### src/rtl/core/dfc_pkg.sv
// shared types and constants of the decision forest classifier
package dfc_pkg;

    localparam int IDX_W  = 11;
    localparam int THR_W  = 32;
    localparam int FEAT_W = 32;
    localparam int TNUM_W = 4;
    localparam int VOTE_W = 4;
    localparam int SEL_W  = 2;
    localparam int EXT_W  = 17;

    typedef enum logic [1:0] {
        CMD_NODE     = 2'd0,
        CMD_ROOT     = 2'd1,
        CMD_CLASSIFY = 2'd2,
        CMD_NONE     = 2'd3
    } cmd_t;

    localparam logic [SEL_W-1:0] SEL_ZERO = 2'd0;
    localparam logic [SEL_W-1:0] SEL_ONE  = 2'd1;
    localparam logic [SEL_W-1:0] SEL_TWO  = 2'd2;
    localparam logic [SEL_W-1:0] SEL_NONE = 2'd3;

    typedef struct packed {
        logic                     leaf;
        logic                     cls;
        logic [SEL_W-1:0]         feature;
        logic signed [THR_W-1:0]  threshold;
        logic [IDX_W-1:0]         left;
        logic [IDX_W-1:0]         right;
    } node_t;

    typedef struct packed {
        cmd_t                     cmd;
        logic [IDX_W-1:0]         node_index;
        logic                     is_leaf;
        logic                     leaf_class;
        logic [SEL_W-1:0]         split_feature;
        logic signed [THR_W-1:0]  split_threshold;
        logic [IDX_W-1:0]         left_child;
        logic [IDX_W-1:0]         right_child;
        logic [TNUM_W-1:0]        tree_number;
        logic signed [FEAT_W-1:0] feature_zero;
        logic signed [FEAT_W-1:0] feature_one;
        logic signed [FEAT_W-1:0] feature_two;
    } entry_t;

endpackage

### src/rtl/core/dfc_if.sv
// request and response channel interfaces
interface dfc_req_if;
    logic                                     valid;
    logic                                     ready;
    logic [1:0]                               cmd;
    logic [dfc_pkg::IDX_W-1:0]                node_index;
    logic                                     is_leaf;
    logic                                     leaf_class;
    logic [dfc_pkg::SEL_W-1:0]                split_feature;
    logic signed [dfc_pkg::THR_W-1:0]         split_threshold;
    logic [dfc_pkg::IDX_W-1:0]                left_child;
    logic [dfc_pkg::IDX_W-1:0]                right_child;
    logic [dfc_pkg::TNUM_W-1:0]               tree_number;
    logic signed [dfc_pkg::FEAT_W-1:0]        feature_zero;
    logic signed [dfc_pkg::FEAT_W-1:0]        feature_one;
    logic signed [dfc_pkg::FEAT_W-1:0]        feature_two;

    modport source (
        output valid, cmd, node_index, is_leaf, leaf_class, split_feature,
               split_threshold, left_child, right_child, tree_number,
               feature_zero, feature_one, feature_two,
        input  ready
    );
    modport sink (
        input  valid, cmd, node_index, is_leaf, leaf_class, split_feature,
               split_threshold, left_child, right_child, tree_number,
               feature_zero, feature_one, feature_two,
        output ready
    );
endinterface


### src/rtl/core/dfc_front.sv
// front end: accepts transactions, drops CMD_NONE commands, queues the rest
module dfc_front (
    input  logic            clk,
    input  logic            rst_n,
    dfc_req_if.sink         req,
    input  logic            pop,
    output logic            head_valid,
    output dfc_pkg::entry_t head
);

    localparam int QDEPTH = 2;

    dfc_pkg::entry_t queue_reg [QDEPTH];
    dfc_pkg::entry_t entry_in;
    logic [1:0]      count_reg;
    logic [1:0]      count_next;
    logic            wr_ptr_reg;
    logic            rd_ptr_reg;
    logic            accept;
    logic            push;

    always_comb
    begin
        entry_in.cmd             = dfc_pkg::cmd_t'(req.cmd);
        entry_in.node_index      = req.node_index;
        entry_in.is_leaf         = req.is_leaf;
        entry_in.leaf_class      = req.leaf_class;
        entry_in.split_feature   = req.split_feature;
        entry_in.split_threshold = req.split_threshold;
        entry_in.left_child      = req.left_child;
        entry_in.right_child     = req.right_child;
        entry_in.tree_number     = req.tree_number;
        entry_in.feature_zero    = req.feature_zero;
        entry_in.feature_one     = req.feature_one;
        entry_in.feature_two     = req.feature_two;
    end

    assign req.ready  = (count_reg != 2'(QDEPTH));
    assign accept     = req.valid && req.ready;
    assign push       = accept && (entry_in.cmd != dfc_pkg::CMD_NONE);
    assign head_valid = (count_reg != 2'd0);
    assign head       = queue_reg[rd_ptr_reg];

    always_comb
    begin
        count_next = count_reg;
        if (push && !pop)
        begin
            count_next = count_reg + 2'd1;
        end
        else if (pop && !push)
        begin
            count_next = count_reg - 2'd1;
        end
    end

    always_ff @(posedge clk or negedge rst_n)
    begin
        if (!rst_n)
        begin
            count_reg  <= 2'd0;
            wr_ptr_reg <= 1'b0;
            rd_ptr_reg <= 1'b0;
        end
        else
        begin
            count_reg <= count_next;
            if (push)
            begin
                wr_ptr_reg <= !wr_ptr_reg;
            end
            if (pop)
            begin
                rd_ptr_reg <= !rd_ptr_reg;
            end
        end
    end

    always_ff @(posedge clk)
    begin
        if (push)
        begin
            queue_reg[wr_ptr_reg] <= entry_in;
        end
    end

endmodule

### src/flat_wrapper.sv
// flat-port wrapper written by rule: the top's interface ports become plain ports
module dfc_front_flat 
  (clk, rst_n, pop, head_valid, head, req_valid, req_cmd, req_node_index, req_is_leaf, req_leaf_class, req_split_feature, req_split_threshold, req_left_child, req_right_child, req_tree_number, req_feature_zero, req_feature_one, req_feature_two, req_ready);
  dfc_req_if req_i ();
  input  logic clk;
  input  logic rst_n;
  input  logic pop;
  output logic head_valid;
  output dfc_pkg::entry_t head;
  input wire logic [$bits(req_i.valid)-1:0] req_valid;
  input wire logic [$bits(req_i.cmd)-1:0] req_cmd;
  input wire logic [$bits(req_i.node_index)-1:0] req_node_index;
  input wire logic [$bits(req_i.is_leaf)-1:0] req_is_leaf;
  input wire logic [$bits(req_i.leaf_class)-1:0] req_leaf_class;
  input wire logic [$bits(req_i.split_feature)-1:0] req_split_feature;
  input wire logic [$bits(req_i.split_threshold)-1:0] req_split_threshold;
  input wire logic [$bits(req_i.left_child)-1:0] req_left_child;
  input wire logic [$bits(req_i.right_child)-1:0] req_right_child;
  input wire logic [$bits(req_i.tree_number)-1:0] req_tree_number;
  input wire logic [$bits(req_i.feature_zero)-1:0] req_feature_zero;
  input wire logic [$bits(req_i.feature_one)-1:0] req_feature_one;
  input wire logic [$bits(req_i.feature_two)-1:0] req_feature_two;
  output wire logic [$bits(req_i.ready)-1:0] req_ready;
  assign req_i.valid = req_valid;
  assign req_i.cmd = req_cmd;
  assign req_i.node_index = req_node_index;
  assign req_i.is_leaf = req_is_leaf;
  assign req_i.leaf_class = req_leaf_class;
  assign req_i.split_feature = req_split_feature;
  assign req_i.split_threshold = req_split_threshold;
  assign req_i.left_child = req_left_child;
  assign req_i.right_child = req_right_child;
  assign req_i.tree_number = req_tree_number;
  assign req_i.feature_zero = req_feature_zero;
  assign req_i.feature_one = req_feature_one;
  assign req_i.feature_two = req_feature_two;
  assign req_ready = req_i.ready;
  dfc_front u_core (.clk(clk), .rst_n(rst_n), .req(req_i), .pop(pop), .head_valid(head_valid), .head(head));
endmodule
### config.mk
export PLATFORM = sky130hd
export DESIGN_NAME = dfc_front_flat
export DESIGN_NICKNAME = d
export VERILOG_FILES = /design/src/rtl/core/dfc_pkg.sv /design/src/rtl/core/dfc_if.sv /design/src/rtl/core/dfc_front.sv /design/src/flat_wrapper.sv
export SDC_FILE = /design/constraint.sdc
export NUM_CORES = 1
export LEC_CHECK = 0
export BUFFER_PORTS_ARGS = -buffer_cell sky130_fd_sc_hd__buf_2
export CAP_MARGIN = 0
export CORE_UTILIZATION = 35
export DETAILED_ROUTE_END_ITERATION = 16
export PLACE_DENSITY_LB_ADDON = 0.08
export SLEW_MARGIN = 5
export SYNTH_ARGS = -nofsm -noshare
export SYNTH_HDL_FRONTEND = slang
export SYNTH_SLANG_ARGS = --single-unit
### constraint.sdc
create_clock -name clk -period 10.54 [get_ports clk]
set_input_delay 0 -clock clk [delete_from_list [all_inputs] [get_ports clk]]
set_output_delay 0 -clock clk [all_outputs]
set_load 0.01 [all_outputs]
# After elaboration in Yosys (flattened, before gate mapping)
# Memory sizes are Yosys's and may differ from the RTL's.
# Cells that the tools add are included.
totals:
  ff_bits: 4
  out_inout_bits: 173
  ramBits: 342
  n_memories: 1
  elab_cells: 22
mem_list:
  columns: ["memory", "depth", "width", "read_ports", "rd_ports_with_merged_regs", "wr", "line", "rtl"]
  rows:
  - ["u_core.queue_reg", 2, 171, 1, 0, 1, "dfc_front.sv:13", "dfc_pkg::entry_t queue_reg [QDEPTH];"]
classes:
  muxes: 4
  n_addsub: 2
  eq_ne: 2
  n_reduce_logical: 10
ops:
  columns: ["cell", "count"]
  rows:
  - ["logical AND 1 bit", 4]
  - ["zero test 1 bit", 4]
  - ["2-to-1 mux 2 bit", 2]
  - ["!= test 2 bit (second input constant)", 2]
  - ["nonzero test 2 bit", 2]
  - ["adder 2 x 1 -> 2 bit (second input constant)", 1]
  - ["2-to-1 mux 1 bit", 2]
  - ["subtractor 2 x 1 -> 2 bit (second input constant)", 1]

# Longest topological paths before layout
depth:
  ltp_word: 7
  ltp_mapped: 7
  depth_no_buf: 7

# Worst setup path before layout
# Ideal clock, no wire load.
synth_path:
  path_kind: "reg-to-reg"
  start: "register u_core.count_reg[0]"
  end: "memory u_core.queue_reg[0][0] in the netlist's numbering, enable pin"
  path_buffers: 0
  slack_ns: 1.993
  stages_incl_launch_ff: 4
  arrival_time_ns: 7.842
  cell_sequence: "dfrtp_1 nand2b_1 nand3_1 nor2_1"
synth_between:
  elab_chain_len: 5
synth_lines:
  columns: ["item", "line", "rtl"]
  rows:
  - ["start, declared", "dfc_front.sv:15", "logic [1:0] count_reg;"]
  - ["start signal, assigned", "dfc_front.sv:67", "count_reg <= count_next;"]
  - ["!= test 2 bit", "dfc_front.sv:38", "assign req.ready = (count_reg != 2'(QDEPTH));"]
  - ["named net req_ready", "flat_wrapper.sv:23", "output wire logic [$bits(req_i.ready)-1:0] req_ready;"]
  - ["logical AND 1 bit", "dfc_front.sv:39", "assign accept = req.valid && req.ready;"]
  - ["logical AND 1 bit", "dfc_front.sv:40", "assign push = accept && (entry_in.cmd != dfc_pkg::CMD_NONE);"]
  - ["2-to-1 mux 1 bit", "dfc_front.sv:81", "if (push)"]
  - ["2-to-1 mux 1 bit (not written as such)", "dfc_front.sv:83", "queue_reg[wr_ptr_reg] <= entry_in;"]
  - ["end, declared", "dfc_front.sv:13", null]
# The timed path passes the listed nets, and every way through them passes these cells.

==> run summary <==
Gate Count Post-Synth -> 552
compound-cell area share of the yosys netlist -> 0
final worst-path cycle share -> 0.294
Layout fillers -> 3079
Ports -> 348
drt wl/cell -> 17.0 µm
largest family of logic cells by synthesized area -> multiplexers
synth top area cells -> edfxtp_1 (80%), mux2_4 (9.3%), mux2_2 (8.0%), buf_6 (0.88%), dfrtp_1 (0.78%)
hold slack -> 0.200 ns
Clock Path Buffers -> 3
Synth cell types -> 15
leading area contributor after synthesis -> edfxtp_1
pin count of the biggest net entering global routing -> 72
Final Wtd Congestion -> 0.709
area delta synth->final -> 40.5%
CTS Root Cell -> clkbuf_16
synthesized cell area -> 12900 µm²
unrepaired setup endpoints after global routing -> false
clock slew at reported path FFs -> 0.06 ns
Max Cap Violations -> 0
Critical Path RT -> 10.54 ns
Die ar. -> 37500 µm²
crit path launch type -> register
DRT Pass-1 Iters -> 4
routed wl met3 -> 2210 µm
Slew HR -> 0.290
antenna violations before repair -> 0
row cnt -> 69
Detailed Route Iter0 Violations -> 206
final setup fails -> 0
Synth Register Bits -> 346
Die Wd -> 194 µm
dpl hpwl -> 16700 µm
die height -> 194 µm
I/O Buffers -> 347
Final Hold Fails -> 0
Post-CTS Repair Setup Buffers -> 0
worst skew pair latency -> 0.52 ns
DRT antenna net count -> 0
H-tree depth -> 2
Yosys warning total -> 0
Final min period -> 3.09 ns
status -> complete, no violations
clk sinks -> 346
total negative setup slack -> 0 ns
Met2 Routed Length -> 12600 µm
drt via density -> 4.39
global-route wire length before repair -> 41800 µm
crit path DAT -> 3.09 ns
layout cells sized above 1 -> 0.511
# diodes -> 0
commonest non-fill, non-tap cell in the layout -> buf_2
CORE AREA -> 35800 µm²
via count of the first global-routing pass -> 7573
GRT Overall Usage -> 0.143
simple-gate share of the synthesized area -> 0.00253
LEAKAGE -> 7.00 nW
Post-Synth XOR/XNOR Area -> 0.00341
Power Density -> 248 nW/µm²
Slew Viols, Final -> 0
Yosys top cell area share -> 0.799
Max FO, Critical Path -> 65
# DRC -> 0
Peak VDD IR -> 171 µV
CTS Buf Count -> 39
most frequent cells in the layout -> buf_2 (347), edfxtp_1 (342), dlygate4sd3_1 (175), mux2_2 (91), mux2_4 (80)
worst-margin pin slew -> 1.06 ns
TritonCTS clock tree -> built
Adder-Cell Fraction of Synth Area -> 0.000973
Max Freq -> 323 MHz
met1 WL -> 11600 µm
mux contribution to synthesized area -> 0.173
Synth Area per Inst -> 23.3 µm²
Largest register FFs -> 342
grt ovf -> 0
Crit Path Class -> register to primary output
total number of vias -> 7002
nets@finish -> 1280
Worst Hold Class -> primary input to register
Starting Density -> 0.359
top sig layer -> met4
final wirelength -> 27100 µm
Syn Nets -> 728
Seq/Total Area, Yosys -> 0.807
Setup crit end kind -> primary output
Setup Skew -> 0.0100 ns
-- critical path, stage by stage (launching register included) --
cell and delay, ns:
dfrtp_4 1.02, buf_4 0.91, mux2_2 0.42, buf_2 0.14
-- where the power goes --
part | total (W) | internal [W] | leakage, nW | switching (W)
logic | 0.00128 | 0.000641 | 3.21 | 0.000641
registers | 0.00190 | 0.00180 | 3.20 | 0.000100
clock network | 0.00129 | 0.000780 | 0.598 | 0.000508
total | 0.00447 | 0.00322 | 7.00 | 0.00125
-- cells in the mapped netlist --
library cell,instances
buf_6,10
or2_2,1
edfxtp_1,342
mux2_2,91
nand3_1,1
dfrtp_1,4
xnor2_1,2
ha_1,1
buf_2,9
inv_1,3
nor2_1,3
nand2_1,1
nand2b_1,1
xor2_1,3
mux2_4,80
-- cell type report --
type | instances | area (µm²) | area share
sequential | 346 | 10400 | 0.574
inverter | 3 | 11.3 | 0.000623
timing repair buffer | 530 | 3550 | 0.196
clock inverter | 21 | 164 | 0.00907
tap | 461 | 577 | 0.0319
multi-input combinational | 184 | 2330 | 0.129
clock buffer | 50 | 1060 | 0.0587
-- per-stage QoR --
step,worst slack (ns),area [µm²],utilization,total power [W],std cells
final,7.45,18100,0.504,0.00447,1595
after global routing,7.22,18100,0.504,0.00469,1595
after CTS,7.30,18100,0.504,0.00456,1595
after detailed placement,7.55,15100,0.421,0.00320,1349
after global placement,7.57,15100,0.421,0.00320,1349
after floorplan,1.99,12900,-,0.00280,552
-- final timing paths --
path	from	endpoint	slack, ns	cells after the start
worst max-delay path	u_core.rd_ptr_reg	head[42]	7.45	3
worst max register to register	u_core.count_reg[0]	u_core.queue_reg[0][111]	7.62	5
max in group asynchronous	rst_n	u_core.rd_ptr_reg	9.95	3
worst min-delay path	req_feature_two[3]	u_core.queue_reg[1][3]	0.20	2
min in group asynchronous	rst_n	u_core.rd_ptr_reg	0.39	3
worst min register to register	u_core.count_reg[1]	u_core.count_reg[1]	0.49	1
-- layer usage --
| layer | GRT usage | vias to the layer above |
|---|---|---|
| li1 | - | 3302 |
| met1 | 0.183 | 3411 |
| met2 | 0.228 | 241 |
| met3 | 0.0485 | 48 |
| met4 | 0.0504 | 0 |
| met5 | 0 | - |
-- cells by family (layout without fill, tap and decap cells) --
family        after synthesis  after routing
xor+xnor                    5              5
buf+inv                    22            604
mux                       171            171
flops                     346            346
simple gates                7              7
fa+ha+maj                   1              1
-- timing repair --
item                      in CTS  in global routing
hold buffers                 175                  0
hold endpoints to repair     349                  0
gates resized for setup        0                  0
(Power assumes the default switching activity.)
